<file path="src/sv/lsr_pkg.sv">
// Shared types and constants for the level set reinitialisation step.
// No dependencies; lsr_div, lsr_sqrt and the top level import this package.
`default_nettype none
package lsr_pkg;

  localparam int FRAC_BITS = 16;
  localparam int WORD_BITS = 32;
  localparam int SP_W      = 31;
  localparam int NUM_W     = 82;
  localparam int DEN_W     = 63;
  localparam int QUO_W     = 62;
  localparam int DIV_CNT_W = $clog2(NUM_W);
  localparam int ROOT_W    = 40;
  localparam int RAD_W     = 2 * ROOT_W;
  localparam int SQ_CNT_W  = $clog2(ROOT_W);

  localparam logic [1:0] AXIS_X = 2'd0;
  localparam logic [1:0] AXIS_Y = 2'd1;
  localparam logic [1:0] AXIS_Z = 2'd2;
  localparam logic [1:0] AXIS_NONE = 2'd3;

  localparam logic [1:0] REG_SPACING_X = 2'd0;
  localparam logic [1:0] REG_SPACING_Y = 2'd1;
  localparam logic [1:0] REG_SPACING_Z = 2'd2;

  typedef struct packed {
    logic [1:0]                  axis;
    logic signed [WORD_BITS-1:0] f_center;
    logic signed [WORD_BITS-1:0] f_fwd;
    logic signed [WORD_BITS-1:0] f_fwd2;
    logic signed [WORD_BITS-1:0] f_back;
    logic signed [WORD_BITS-1:0] f_back2;
    logic                        cut_fwd;
    logic                        cut_back;
    logic [SP_W-1:0]             dist_fwd;
    logic [SP_W-1:0]             dist_back;
    logic                        inside_req;
    logic [SP_W-1:0]             time_step;
  } lsr_in_t;

  typedef struct packed {
    logic signed [WORD_BITS-1:0] step_value;
  } lsr_out_t;

  typedef struct packed {
    logic [1:0]      index;
    logic [SP_W-1:0] value;
  } lsr_cfg_t;

endpackage
`default_nettype wire

</file>
<file path="src/sv/lsr_sqrt.sv">
// Bit-serial integer square root, one root bit a cycle (floor of the root).
// Depends on lsr_pkg.
`default_nettype none
module lsr_sqrt (
  input  wire logic                       clk_i,
  input  wire logic                       rst_ni,
  input  wire logic                       start_i,
  input  wire logic [lsr_pkg::RAD_W-1:0]  rad_i,
  output logic                            done_o,
  output logic [lsr_pkg::ROOT_W-1:0]      root_o
);
  import lsr_pkg::*;

  logic [RAD_W-1:0]    rad_q;
  logic [ROOT_W+1:0]   rem_q, cur, trial, rem_d;
  logic [ROOT_W-1:0]   root_q;
  logic [SQ_CNT_W-1:0] cnt_q;
  logic                busy_q, done_q, ge;

  assign cur   = {rem_q[ROOT_W-1:0], rad_q[RAD_W-1 -: 2]};
  assign trial = {root_q, 2'b01};
  assign ge    = cur >= trial;
  assign rem_d = ge ? cur - trial : cur;

  always_ff @(posedge clk_i or negedge rst_ni) begin
    if (!rst_ni) begin
      rad_q <= '0; rem_q <= '0; root_q <= '0;
      cnt_q <= '0; busy_q <= 1'b0; done_q <= 1'b0;
    end else begin
      done_q <= 1'b0;
      if (start_i) begin
        rad_q  <= rad_i;
        rem_q  <= '0;
        root_q <= '0;
        cnt_q  <= SQ_CNT_W'(ROOT_W - 1);
        busy_q <= 1'b1;
      end else if (busy_q) begin
        rad_q  <= rad_q << 2;
        rem_q  <= rem_d;
        root_q <= {root_q[ROOT_W-2:0], ge};
        if (cnt_q == '0) begin
          busy_q <= 1'b0;
          done_q <= 1'b1;
        end else begin
          cnt_q <= cnt_q - 1'b1;
        end
      end
    end
  end

  assign done_o = done_q;
  assign root_o = root_q;
endmodule
`default_nettype wire

</file>
<file path="config.mk">
export PLATFORM = sky130hd
export DESIGN_NAME = lsr_sqrt
export DESIGN_NICKNAME = d
export VERILOG_FILES = /design/src/sv/lsr_pkg.sv /design/src/sv/lsr_sqrt.sv
export SDC_FILE = /design/constraint.sdc
export NUM_CORES = 1
export LEC_CHECK = 0
export BUFFER_PORTS_ARGS = -buffer_cell sky130_fd_sc_hd__buf_4
export CAP_MARGIN = 20
export CORE_UTILIZATION = 49
export CTS_CLUSTER_DIAMETER = 30
export CTS_CLUSTER_SIZE = 24
export DETAILED_ROUTE_END_ITERATION = 12
export PLACE_DENSITY = 0.78
export RECOVER_POWER = 100
export SETUP_SLACK_MARGIN = 0.02
export SLEW_MARGIN = 40
export SYNTH_ARGS = -nofsm -noshare
export SYNTH_HDL_FRONTEND = slang
export SYNTH_SLANG_ARGS = --single-unit
</file>
<file path="constraint.sdc">
create_clock -name clk_i -period 5.6 [get_ports clk_i]
set_input_delay 0.28 -clock clk_i [delete_from_list [all_inputs] [get_ports clk_i]]
set_output_delay 0.28 -clock clk_i [all_outputs]
set_load 0.02 [all_outputs]
</file>
# Word-level counts from Yosys, hierarchy flattened
# Cells that the tools add are included.
# totals
register_bits	168
latchBits	0
mem_bits_rw	0
mem_bits_ro	0
inputBits	83
elab_cells	29
memories	0
# op_classes
n_addsub	2
n_mul	0
n_div	0
n_lt_le_gt_ge	1
eq_ne	1
shift	0
n_mux	16
bitwise_logic	0
reduce_logical	3
# ops
cell	n
two-way mux 40 bit	5
two-way mux 80 bit	2
>= comparator 42 bit	1
subtractor 40 bit	1
two-way mux 6 bit	3
logical NOT 6 bit	1
two-way mux 1 bit	6
subtractor 6 x 1 -> 6 bit, second input constant	1
!= test 2 bit, second input constant	1
AND reduction 2 bit	1
nonzero test 2 bit	1

# Logic depth before layout (Yosys ltp)
# depth
word_depth	4
depth_mapped	14
ltp_nobuf	11

# Worst setup path before layout
# No wires, ideal clock.
# synth_timing
path_kind	register to register
startpoint	register root_q[0] (netlist: root_o[0])
endpoint	register rem_q[32]
setup_time_ns	0.104
arrival_ns	2.800
slack_ns	2.696
stages_incl_launch_ff	12
path_buffers	0
synth_period_minus_slack_ns	2.904
path_cell_list	dfrtp_1 > inv_1 > ha_1 > nor2b_1 > o31a_1 > o31a_1 > o211ai_1 > a31oi_1 > a21boi_0 > mux2i_1 > o22ai_1 > a221oi_1
# synth_via
elab_chain_len	4
word_cells_on_any_way	5
# synth_lines
element	line	source
start: declaration	lsr_sqrt.sv:16	logic [ROOT_W-1:0] root_q;
start signal: assignment	lsr_sqrt.sv:40	root_q <= {root_q[ROOT_W-2:0], ge};
subtractor 40 bit / >= comparator 42 bit (equally long branches)	lsr_sqrt.sv:23, lsr_sqrt.sv:22	
two-way mux 40 bit (*)	lsr_sqrt.sv:23	assign rem_d = ge ? cur - trial : cur;
two-way mux 40 bit (*)	lsr_sqrt.sv:37	end else if (busy_q) begin
two-way mux 40 bit (*)	lsr_sqrt.sv:31	if (start_i) begin
end signal: assignment	lsr_sqrt.sv:39	rem_q <= rem_d;
end: declaration	lsr_sqrt.sv:15	logic [ROOT_W+1:0] rem_q, cur, trial, rem_d;
# Every way passes the cells marked *; elsewhere a longest branch is shown, timed or not. The select of a mux whose other input is x is not followed.
# A chain may end at the register's enable or synchronous reset.

# Final worst setup path
# layout_timing
startpoint	register busy_q
endpoint	register root_q[18] (netlist: root_o[18])
# layout_via
elab_chain_len	1
# layout_lines
element	line	source
start: declaration	lsr_sqrt.sv:18	logic busy_q, done_q, ge;
start signal: assignment	lsr_sqrt.sv:28	cnt_q <= '0; busy_q <= 1'b0; done_q <= 1'b0;
start signal: assignment	lsr_sqrt.sv:36	busy_q <= 1'b1;
start signal: assignment	lsr_sqrt.sv:42	busy_q <= 1'b0;
nonzero test 2 bit (no source line)	--	
# No other way between the ends.

==> key figures <==
Worst setup path
  • Critical Path Source Type: flip-flop
  • CP endpoint kind: flip-flop
  • Critical Path RT: 5810 ps
  • CP cell instances: buf_12 > clkbuf_2 > mux2i_1 > nor2_1
  • Critical path arrival: 4300 ps
  • Highest-delay cell along the critical path: clkbuf_2
  • Worst Path Buf+Inv: 2
  • Delay-heaviest family, CP: buffers and inverters
  • Maximum fanout along the worst path: 131
  • Max incr delay on CP: 2240 ps
  • WS Path Type: reg -> reg

Route
  • Via total after detailed routing: 8673
  • Total routed wirelength: 24900 um
  • Antenna-violating nets left: 0
  • Vias per std cell: 5.75
  • Detailed Routing Iterations Pass 1: 5
  • First DRT Iteration DRCs: 640
  • DRC: 0
  • WL/cell: 16.5 um

Die
  • Die width: 147 um
  • Starting Density: 50.4%
  • Row cnt: 52
  • Boundary pin count: 124
  • CORE AREA: 20400 um2
  • Die height: 147 um
  • Die ar.: 21600 um2

STA
  • Setup_tns: 0 ps
  • FMAX: 244 MHz
  • Final period util: 73.1%
  • Final min period: 4090 ps
  • RSZ-0062 raised after global routing: no
  • Count of pins over their slew limit: 492
  • Clk_skew: 7.47 ps
  • Worst-Margin Slew: 3250 ps
  • Setup violators final: 0
  • Final hold vios: 0
  • Relative slew slack: -117%

Power and ir drop
  • Pwr Density: 473 nW/um2
  • VDD IR max: 0.297 mV
  • Lkg Pwr: 5.97 nW
  • Overall power: 5.58 mW

CTS
  • Hold_buf cts: 1
  • Worst-path clk slew: 80 ps
  • CTS tree: yes
  • Htree depth: 4
  • Post-CTS Setup Inserts: 0
  • TritonCTS Buffers: 17
  • Post-CTS Resized: 0
  • Clock Tree Buf Depth: 2
  • Clock Latency Late Sink: 440 ps
  • CTS Sinks: 168
  • Root Driver: clkbuf_16

GRT
  • Antenna violations before repair: 0
  • Gr usage total: 24.0%
  • First-pass GRT wire length: 42000 um
  • Global route overflow: 0
  • Vias in the first global route: 8573
  • Largest net degree at the start of global routing: 132

Synthesis
  • Primary FF master, synth: dfrtp_1
  • Yosys top cell area share: 40.9%
  • Cells after synthesis: 1150
  • Main area contributors after synthesis: dfrtp_1 41%, mux2i_1 11%, o21ai_0 6.1%
  • Post-synthesis sequential area ratio: 40.9%
  • Post-synth EDFFs: 0
  • Mapped cell area: 10300 um2
  • Ys Warns: 0
  • Yosys cell types: 64
  • Synthesized Nets: 1277
  • Mean Syn Cell Area: 8.95 um2
  • Ys async rst share: 100%
  • Largest area contributor in the netlist: dfrtp_1
  • FF+latch count, synth: 168

Hold path
  • Min-Delay Path Class: in -> reg

Status
  • Failing checks: max-capacitance violations, max-slew violations
  • Outcome: finished, violations left

Placed design
  • DP HPWL: 16500 um
  • IO Port Bufs: 123
  • Placer Congestion: 0.936

Final layout
  • Commonest non-fill, non-tap cell in the layout: dfrtp_1
  • Most frequent cells in the layout: 168 x dfrtp_1, 126 x o21ai_0, 124 x nand2_1, 118 x mux2i_1, 106 x nor2_1
  • Area Overhead vs Synth: 14.7%
  • Antenna diodes: 0
  • Final Net Count: 1352
  • Share of cells above drive strength 1: 10.7%

Job
  • Max cap viols: 6
## sequential cells by signal, summed over array words and instances (netlist names)
register / flops
rad_q: 80
busy_q: 1
root_o: 40
done_o: 1
rem_q: 40
cnt_q: 6
## synth_stat cells, types with 2 or more instances
library cell    n
nor3b_1         4
clkbuf_1       63
and2_1          2
a21o_1         10
and4_1          2
xnor2_1        24
buf_6           4
nand2b_1       10
nand3_1        37
xor2_1          8
buf_1           9
or3_1           5
mux2i_1       118
or2_2           4
ha_1           44
inv_1          61
a221oi_1        2
nor4_1          4
a311oi_1       33
nand2_1       124
o221ai_1        4
nor3_1         12
buf_2           2
o21bai_1       15
o41ai_1         2
o21a_1          6
nand4_1        11
o21ai_0       126
o21ai_1         9
nand3b_1        4
and3_1          7
dfrtp_1       168
o211ai_1        6
o31ai_1         3
nor2b_1         2
o31a_1          5
a211oi_1       11
a31oi_1         7
a21oi_1        47
nor2_1        105
a2111oi_0       6
a21boi_0        2
## path summary, 6_finish.rpt
kind / start / end / slack [ps] / depth (start not counted)
max: busy_q / root_o[18] / 1510 / 4
min: rad_i[29] / rad_q[29] / 40 / 3
max reg2reg: busy_q / root_o[18] / 1510 / 4
min reg2reg: rem_q[39] / rem_q[39] / 500 / 2
max in group asynchronous: rst_ni / rad_q[69] / 1920 / 4
min in group asynchronous: rst_ni / root_o[12] / 850 / 2
## stage by stage
step | std cells | util (%) | worst slack, ps | area, um2 | hold WS [ps]
floorplan | 1150 | - | 2700 | 10300 | -15.6
global placement | 1471 | 55.3 | 2060 | 11300 | 448
detailed placement | 1473 | 55.5 | 1980 | 11300 | 375
CTS | 1506 | 58.6 | 1960 | 12000 | 30.4
global route | 1508 | 57.8 | 1140 | 11800 | 28.7
finish | 1508 | 57.8 | 1510 | 11800 | 39.2
## metal layers
metal	vias to the layer above	track usage (%)	part of all wire, %	wire [um]
li1	4251	-	-	-
met4	0	7.32	1.6	395
met3	31	6.77	7.2	1790
met1	4131	30.7	43	10800
met2	260	39.5	48	11900
met5	-	0	0	0
## report_power, final
part           internal [mW]  switching (mW)
registers               1.38           0.115
logic                   1.12            1.71
clock network          0.687           0.569
## cell families (layout without fill, tap and decap cells)
| group | Yosys count | in the layout | synth area share (%) |
|---|---|---|---|
| AND/OR/NAND/NOR | 338 | 338 | 14.7 |
| AO/OA/AOI/OAI | 310 | 310 | 19.5 |
| flip-flops | 168 | 168 | 40.9 |
| buffers and inverters | 140 | 228 | 5.46 |
| multiplexers | 118 | 118 | 11.5 |
| adder cells (fa/ha/maj) | 44 | 44 | 5.35 |
| XOR/XNOR | 32 | 32 | 2.72 |
## worst reg2reg max path, cell delays in order (launching register included)
cell and delay, ps:
dfrtp_1 700, buf_12 290, clkbuf_2 2260, mux2i_1 540
nor2_1 90
## cell type report
cell class / count / area, um2
sequential: 168 / 4200
inverter: 61 / 229
fill: 1854 / 8630
clock inverter: 15 / 201
clock buffer: 17 / 425
multi-input combinational: 842 / 5510
timing repair buffer: 135 / 896
tap: 270 / 338
Note: power is estimated with default switching activity, not from simulation.
