==> src/sv/lsr_pkg.sv <==
// Shared types and constants for the level set reinitialisation step.
// No dependencies; lsr_div, lsr_sqrt and the top level import this package.
`default_nettype none
package lsr_pkg;

  localparam int FRAC_BITS = 16;
  localparam int WORD_BITS = 32;
  localparam int SP_W      = 31;
  localparam int NUM_W     = 82;
  localparam int DEN_W     = 63;
  localparam int QUO_W     = 62;
  localparam int DIV_CNT_W = $clog2(NUM_W);
  localparam int ROOT_W    = 40;
  localparam int RAD_W     = 2 * ROOT_W;
  localparam int SQ_CNT_W  = $clog2(ROOT_W);

  localparam logic [1:0] AXIS_X = 2'd0;
  localparam logic [1:0] AXIS_Y = 2'd1;
  localparam logic [1:0] AXIS_Z = 2'd2;
  localparam logic [1:0] AXIS_NONE = 2'd3;

  localparam logic [1:0] REG_SPACING_X = 2'd0;
  localparam logic [1:0] REG_SPACING_Y = 2'd1;
  localparam logic [1:0] REG_SPACING_Z = 2'd2;

  typedef struct packed {
    logic [1:0]                  axis;
    logic signed [WORD_BITS-1:0] f_center;
    logic signed [WORD_BITS-1:0] f_fwd;
    logic signed [WORD_BITS-1:0] f_fwd2;
    logic signed [WORD_BITS-1:0] f_back;
    logic signed [WORD_BITS-1:0] f_back2;
    logic                        cut_fwd;
    logic                        cut_back;
    logic [SP_W-1:0]             dist_fwd;
    logic [SP_W-1:0]             dist_back;
    logic                        inside_req;
    logic [SP_W-1:0]             time_step;
  } lsr_in_t;

  typedef struct packed {
    logic signed [WORD_BITS-1:0] step_value;
  } lsr_out_t;

  typedef struct packed {
    logic [1:0]      index;
    logic [SP_W-1:0] value;
  } lsr_cfg_t;

endpackage
`default_nettype wire

==> src/sv/lsr_div.sv <==
// Restoring divider, one quotient bit a cycle, quotient capped at 2^61.
// Depends on lsr_pkg.
`default_nettype none
module lsr_div (
  input  wire logic                      clk_i,
  input  wire logic                      rst_ni,
  input  wire logic                      start_i,
  input  wire logic [lsr_pkg::NUM_W-1:0] num_i,
  input  wire logic [lsr_pkg::DEN_W-1:0] den_i,
  output logic                           done_o,
  output logic [lsr_pkg::QUO_W-1:0]      quo_o
);
  import lsr_pkg::*;

  logic [NUM_W-1:0]     num_q, quo_q;
  logic [DEN_W-1:0]     den_q, rem_q, rem_d;
  logic [DIV_CNT_W-1:0] cnt_q;
  logic                 busy_q, done_q;
  logic [DEN_W:0]       trial;
  logic                 ge;

  assign trial = {rem_q, num_q[NUM_W-1]};
  assign ge    = trial >= {1'b0, den_q};
  assign rem_d = ge ? DEN_W'(trial - {1'b0, den_q}) : DEN_W'(trial);

  always_ff @(posedge clk_i or negedge rst_ni) begin
    if (!rst_ni) begin
      num_q <= '0; quo_q <= '0; den_q <= '0; rem_q <= '0;
      cnt_q <= '0; busy_q <= 1'b0; done_q <= 1'b0;
    end else begin
      done_q <= 1'b0;
      if (start_i) begin
        num_q  <= num_i;
        den_q  <= den_i;
        rem_q  <= '0;
        quo_q  <= '0;
        cnt_q  <= DIV_CNT_W'(NUM_W - 1);
        busy_q <= 1'b1;
      end else if (busy_q) begin
        num_q <= num_q << 1;
        rem_q <= rem_d;
        quo_q <= {quo_q[NUM_W-2:0], ge};
        if (cnt_q == '0) begin
          busy_q <= 1'b0;
          done_q <= 1'b1;
        end else begin
          cnt_q <= cnt_q - 1'b1;
        end
      end
    end
  end

  assign done_o = done_q;
  // anything at or above 2^61 reads as 2^61
  assign quo_o  = (|quo_q[NUM_W-1:QUO_W-1]) ? {1'b1, {(QUO_W-1){1'b0}}}
                                            : quo_q[QUO_W-1:0];
endmodule
`default_nettype wire

==> config.mk <==
export PLATFORM = sky130hd
export DESIGN_NAME = lsr_div
export DESIGN_NICKNAME = d
export VERILOG_FILES = /design/src/sv/lsr_pkg.sv /design/src/sv/lsr_div.sv
export SDC_FILE = /design/constraint.sdc
export NUM_CORES = 1
export LEC_CHECK = 0
export BUFFER_PORTS_ARGS = -buffer_cell sky130_fd_sc_hd__buf_2
export CAP_MARGIN = 0
export CORE_AREA = 3 3 174 176
export CTS_BUF_LIST = sky130_fd_sc_hd__clkbuf_4 sky130_fd_sc_hd__clkbuf_8
export DETAILED_ROUTE_END_ITERATION = 10
export DIE_AREA = 0 0 177 179
export GPL_ROUTABILITY_DRIVEN = 0
export PLACE_DENSITY = 0.86
export REMOVE_ABC_BUFFERS = 1
export SLEW_MARGIN = 20
export SYNTH_ARGS = -nofsm -noshare
export SYNTH_HDL_FRONTEND = slang
export SYNTH_SLANG_ARGS = --single-unit
export TNS_END_PERCENT = 30
==> constraint.sdc <==
create_clock -name clk_i -period 4.1 [get_ports clk_i]
set_clock_uncertainty 0.15 [all_clocks]
set_input_delay 1.23 -clock clk_i [delete_from_list [all_inputs] [get_ports clk_i]]
set_output_delay 1.23 -clock clk_i [all_outputs]
set_load 0.02 [all_outputs]
### Word level (Yosys, flattened, before mapping)

Cells that the tools add are included.

* reductions and logical operators: 4
* eq/ne operators: 1
* muxes and demuxes: 17
* order comparisons: 1
* add/sub/neg operators: 2

Operators with widths (number)
* 2-to-1 mux 82 bit: 4
* 2-to-1 mux 63 bit: 3
* greater-or-equal comparator 64 x 63 -> 1 bit: 1
* subtractor 63 bit: 1
* 2-to-1 mux 62 bit: 1
* 2-to-1 mux 7 bit: 3
* OR reduction 21 bit: 1
* zero test 7 bit: 1
* subtractor 7 x 1 -> 7 bit (second input constant): 1
* 2-to-1 mux 1 bit: 6
* inequality test 2 bit (second input constant): 1
* AND reduction 2 bit: 1
* nonzero test 2 bit: 1

* output and inout bits: 63
* input port bits: 148
* register bits after elaboration: 299

### Longest topological paths before layout

Gate-level depths: netlist of run 1.

* depth after elaboration: 4
* mapped depth: 15

### Least setup slack after synthesis of run 1

Ideal clock, no wire load.

* kind: reg-to-output
* start: register quo_q[74]
* end: output quo_o[52] (netlist bit)
* arrival time: 1.989 ns
* stages on the path, launching flop included: 5
* buffers on the path: 1
* path slack: 0.731 ns
* path through: dfrtp_1 or4_1 nor4_1 clkbuf_1 and2_1

* word-level cells in the longest chain between the ends: 2

RTL lines
* from (decl): line lsr_div.sv:15 `logic [NUM_W-1:0] num_q, quo_q;`
* from (signal assigned): line lsr_div.sv:42 `quo_q <= {quo_q[NUM_W-2:0], ge};`
* OR reduction 21 bit: line lsr_div.sv:55 `assign quo_o = (|quo_q[NUM_W-1:QUO_W-1]) ? {1'b1, {(QUO_W-1){1'b0}}}`
* 2-to-1 mux 62 bit: line lsr_div.sv:55
* to (decl): line lsr_div.sv:11 `output logic [lsr_pkg::QUO_W-1:0] quo_o`

No other way between the ends.

### Worst setup path after layout of run 1

* start: register quo_q[71]
* end: output quo_o[14] (netlist bit)

The elaborated chain is that of the path after synthesis.

==> metrics.yaml, run 1 <==
drc: 0
ys_warn_count: 0
syn-cell-area_sq_um: 17270
vias_per_cell: 5.881
setup_violations: 0
n_fill_cell: 2221
core-area_sq_um: 28780
drive_gt1_share_pct: 16.11
grt_max_degree: 140
worst_ep_required_time_ns: 2.72
drt_iter0_drc: 1202
holdBufCountCts: 0
finalCritPeriodShare_pct: 95.46
worst_ep_arrival_time_ns: 2.53
post-dp-hpwl_microns: 29480
highest_layer: "met4"
critPathMaxFanout: 59
clock_sinks: 299
synth_cells: 1946
die_w_microns: 177
finalNetCount: 2312
dr_total_vias: 14820
grt_usage_pct: 26.23
ys_seq_elements: 299
max_freq_mhz: 255.5
met3_length_microns: 3160
die-area_sq_um: 31680
cap_violations: 0
clock_path_buffers: 3
start_util_pct: 60.00
ant_nets: 0
cts_tree: "built"
peakVddDrop_mv: 0.2891
stdcell_area_sq_um: 19650
area_growth_pct: 13.79
cellPowerDensity_nw_per_um2: 588.4
synth.distinct_cells: 72
cts_buffers: 49
htreeDepth: 2
p_leak_nw: 10.63
yosysTopAreaCellShare_pct: 43.33
clock_tree.root_cell: "clkbuf_8"
row_count: 62
wl_met2_microns: 20490
portBuffers: 210
path_clk_slew_ns: 0.06
routed_wl_microns: 42480
finalNonFillerCells: 2520
wl_met1_microns: 17550
worst_pin_slew_ns: 0.8078
yosysTopAreaCell: "dfrtp_1"
grt_pass1_vias: 14120
whs_path_depth: 1
startpoint_type: "flop"
path_class: "flop to output pin"
grt_pass1_wl_microns: 69010
place_inst: 2430
hold_class: "flop to flop"
slew_viol_final: 0
dieHeight_microns: 179
grt_setup_unrepaired: "false"
power_mw: 11.56
hold_viol_final: 0
synthFlopType: "dfrtp_1"
synth_area_leaders: "dfrtp_1, mux2i_1, nand2_1"
clock_latency_ns: 0.59
async_flop_share_pct: 100.0
placed_area_sq_um: 18540
antenna_found_initial: 1
post_drt_wl_per_cell_microns: 16.86
slew_headroom_pct: 46.15
synth_edf_count: 0
grt-ovfl-total: 0
first_pass_iters: 6
outcome: "finished, final reports clean"
endpoint_kind: "output pin"
syn_avg_cell_area_sq_um: 8.873
ios: 211
ys_seq_area_share_pct: 43.33
rr_worst_depth: 10
min_period_ns: 3.914
synthesized netlist by cell type, types with 16 or more instances:
cell type	number
a311oi_1	26
clkbuf_1	94
nand2_1	279
a21oi_1	105
nand3_1	19
o21ai_0	199
nor2_1	178
a22oi_1	18
and2_1	66
xor2_1	21
a21o_1	24
dfrtp_1	299
ha_1	65
nand4_1	31
xnor2_1	34
inv_1	93
mux2i_1	165
a211oi_1	25
buf_2	16
flip-flops by register name, indices dropped and copies added, names as in the netlist:
signal  count
cnt_q       7
rem_q      63
quo_q      82
done_o      1
busy_q      1
num_q      82
den_q      63
timing repair:
| action | 4_1_cts | 5_1_grt |
|---|---|---|
| pin swaps | 0 | 1 |
| resized for setup | 1 | 0 |
| setup endpoints to repair | 59 | 19 |
| setup buffers | 0 | 1 |
logic make-up after synthesis:
logic type,share of synthesized area [%]
simple gates,16.35
compound gates,17.63
flops,43.33
buf+inv,5.123
mux,9.956
fa+ha+maj,4.826
xor+xnor,2.790
through the flow:
stage	setup slack, ns	util (%)	hold WS (ns)	setup TNS, ns
detailed placement	0.4514	64.40	0.3685	0
global placement	0.4838	64.40	0.3406	0
CTS	0.03562	68.22	0.3858	0
global route	0.08051	68.27	0.3987	0
floorplan	-6.281	-	0.3241	-908.70
finish	0.1861	68.27	0.3806	0
power by group:
group / switching, mW / total [mW] / internal, mW
Clock: 1.20 / 2.84 / 1.64
Combinational: 3.11 / 5.05 / 1.94
Sequential: 0.312 / 3.68 / 3.36
critical path, stage by stage (launching register included):
cell	delay, ns
dfrtp_1	0.39
nor4_1	0.39
nand4_1	0.21
nor4_4	0.35
buf_12	0.25
and2_1	0.17
buf_2	0.17
layout make-up:
class                           count  area, sq um  area share (%)
Antenna cell                        1        2.502         0.01274
Clock buffer                       78        973.4           4.954
Clock inverter                     10        117.6          0.5986
Inverter                           94        352.8           1.796
Multi-Input combinational cell   1423         8916           45.38
Sequential cell                   299         7486           38.10
Tap cell                          384        480.5           2.445
Timing Repair Buffer              231         1320           6.718
worst paths after layout:
check	from	endpoint	slack (ns)
worst max-delay path	quo_q[71]	quo_o[14]	0.19
worst min-delay path	den_q[0]	den_q[0]	0.38
worst max register to register	rem_q[53]	rem_q[8]	0.36
worst min register to register	den_q[0]	den_q[0]	0.38
max in group asynchronous	rst_ni	cnt_q[1]	2.29
min in group asynchronous	rst_ni	quo_q[59]	0.54
layout by cell type (no fill, tap or decap), drive strengths merged, types with 4 or more instances in the layout:
master and n:
and4 5, mux2 6, ha 65, a311oi 26, clkinv 6, inv 95
xor2 21, nor3 13, o22ai 6, a22oi 18, xnor2 34, and2 66
o21bai 14, dfrtp 299, clkbuf 78, a221oi 4, or3 7, and3 8
nand3 19, a21oi 105, o311ai 4, a31oi 9, nor4 11, o21a 11
buf 231, nand2 280, o211ai 8, o21ai 210, a31o 4, mux2i 165
a211oi 25, nand4 32, a21o 24, nor2 179
metal layers:
metal	up-vias	global-route usage (%)
met1	7016	34.73
met4	0	8.609
met5	-	0
li1	7093	-
met3	120	4.765
met2	590	43.93
No activity file was read; power rests on OpenSTA's default activity.
==> run 2, diff against run 1 <==
--- a/config.mk
+++ b/config.mk
@@ -8,3 +8,3 @@
 export BUFFER_PORTS_ARGS = -buffer_cell sky130_fd_sc_hd__buf_2
-export CAP_MARGIN = 0
+export CAP_MARGIN = 10
 export CORE_AREA = 3 3 174 176
==> constraint.sdc (replaced) <==
create_clock -name clk_i -period 4.1 [get_ports clk_i]
set_clock_uncertainty 0.15 [all_clocks]
set_input_delay 0.205 -clock clk_i [delete_from_list [all_inputs] [get_ports clk_i]]
set_output_delay 0.205 -clock clk_i [all_outputs]
set_load 0.02 [all_outputs]
==> metrics.yaml, run 2 (synthesis gave the netlist of run 1 again) <==
outcome: "finished, final reports clean"
worst_ep_required_time_ns: 4.45
critical_path.top_delay_family: "simple AND/OR/NAND/NOR gates"
area_growth_pct: 25.39
finalNetCount: 2509
max_freq_mhz: 272.5
critical-path-max-stage-delay_ns: 0.56
clock_path_buffers: 3
antenna_found_initial: 0
finalNonFillerCells: 2721
grt_max_degree: 215
startpoint_type: "flop"
post_cts_buffers: 0
htreeDepth: 2
critPathMaxFanout: 14
post_drt_wl_per_cell_microns: 18.20
grt-ovfl-total: 0
worst_ep_arrival_time_ns: 4.02
dieHeight_microns: 179
worst-path-stages: 11
path_class: "flop to flop"
met2_usage_pct: 52.87
core-area_sq_um: 28780
vias_per_cell: 5.973
finalWorstSetupSlack_ns: 0.4299
drc: 0
cap_violations: 0
ant_nets: 0
hold_class: "input port to asynchronous set/reset pin"
finalCritPeriodShare_pct: 89.51
antennaDiodeCount: 0
peakVddDrop_mv: 0.3139
top_usage_layer: "met2"
path_clk_slew_ns: 0.07
grt_pass1_wl_microns: 80100
rr_worst_depth: 11
cts_tree: "built"
grt_usage_pct: 30.97
routed_wl_microns: 49510
cp_num_buf_inv: 1
die_w_microns: 177
min_period_ns: 3.670
fin_hold_ws_ns: 0.1054
cellPowerDensity_nw_per_um2: 555.4
grt_setup_unrepaired: "false"
final_common_cell: "dfrtp_1"
drive_gt1_share_pct: 14.81
crit_path_top_delay_cell: "or4b_4"
slew_headroom_pct: 41.67
worst_pin_slew_ns: 0.8750
slew_viol_final: 0
row_count: 62
clock_latency_ns: 0.60
finalSetupTns_ns: 0
p_leak_nw: 11.45
cpMostUsedCell: "a211oi_1"
first_pass_iters: 6
ctsResizeCount: 0
setup_violations: 0
ios: 211
dp_slack_ns: 0.5252
hold_viol_final: 0
layout_common_cells: "dfrtp_1, nand2_1, buf_2, dlygate4sd3_1, o21ai_0"
grt_pass1_vias: 16090
cts_buffers: 51
clock_sinks: 299
top_regs: "num_q: 82 flops, quo_q: 82 flops"
met3_usage_pct: 5.845
dr_total_vias: 16250
start_util_pct: 60.00
place_inst: 2426
die-area_sq_um: 31680
clock_tree.root_cell: "clkbuf_8"
endpoint_kind: "flop"
fin_util_pct: 75.23
post-dp-hpwl_microns: 29080
portBuffers: 210
crit_chain: "ha_1 -> nand4_1 -> or3_1 -> or4b_4 -> o21ai_1 -> a211oi_1 -> o21a_2 -> buf_4 -> a2111oi_2 -> a211oi_1 -> nor3_1"
drt_iter0_drc: 1573
use_met1_pct: 38.78
[run 2: area by class of cell]
cell class | instances | area [sq um]
timing repair buffer | 426 | 3259
fill | 1882 | 7128
inverter | 94 | 352.8
tap | 384 | 480.5
sequential | 299 | 7486
clock buffer | 73 | 929.6
multi-input combinational | 1423 | 8907
clock inverter | 22 | 236.5
[run 2: what timing repair did]
action / in CTS / in global routing
hold endpoints to repair: 262 / 0
hold buffers: 200 / 0
endpoints found under the setup margin: 0 / 0
[run 2: per-layer routing]
metal	up-vias	wire length [microns]
li1	7509	-
met1	7743	19480
met2	800	24290
met3	200	3578
met4	0	2164
met5	-	0
[run 2: worst register-to-register path: stages, from the launching register on]
cell       delay, ns
dfrtp_1         0.40
ha_1            0.47
nand4_1         0.27
or3_1           0.43
or4b_4          0.56
o21ai_1         0.16
a211oi_1        0.08
o21a_2          0.25
buf_4           0.23
a2111oi_2       0.31
a211oi_1        0.09
nor3_1          0.17
[run 2: through the flow]
step | area (sq um) | power (mW)
after floorplan | 16740 | 7.293
after global placement | 18480 | 8.469
after detailed placement | 18480 | 8.626
after CTS | 21650 | 11.85
after global routing | 21650 | 12.76
final | 21650 | 12.03
[run 2: worst paths after layout]
| path | slack (ns) | startpoint | endpoint |
|---|---|---|---|
| max in group asynchronous | 2.65 | rst_ni | quo_q[67] |
| min in group clk_i | 0.20 | num_i[67] | num_q[67] |
| hold / removal | 0.11 | rst_ni | den_q[43] |
| setup / recovery | 0.43 | rem_q[49] | rem_q[39] |
| setup reg to reg | 0.43 | rem_q[49] | rem_q[39] |
| hold reg to reg | 0.38 | quo_q[57] | quo_q[58] |
[run 2: power by group]
group,total (mW),leakage (nW),switching [mW],internal [mW]
combinational,5.31,6.96,3.23,2.08
clock,3.04,0.625,1.30,1.74
sequential,3.68,3.86,0.316,3.36
total,12.0,11.4,4.85,7.18
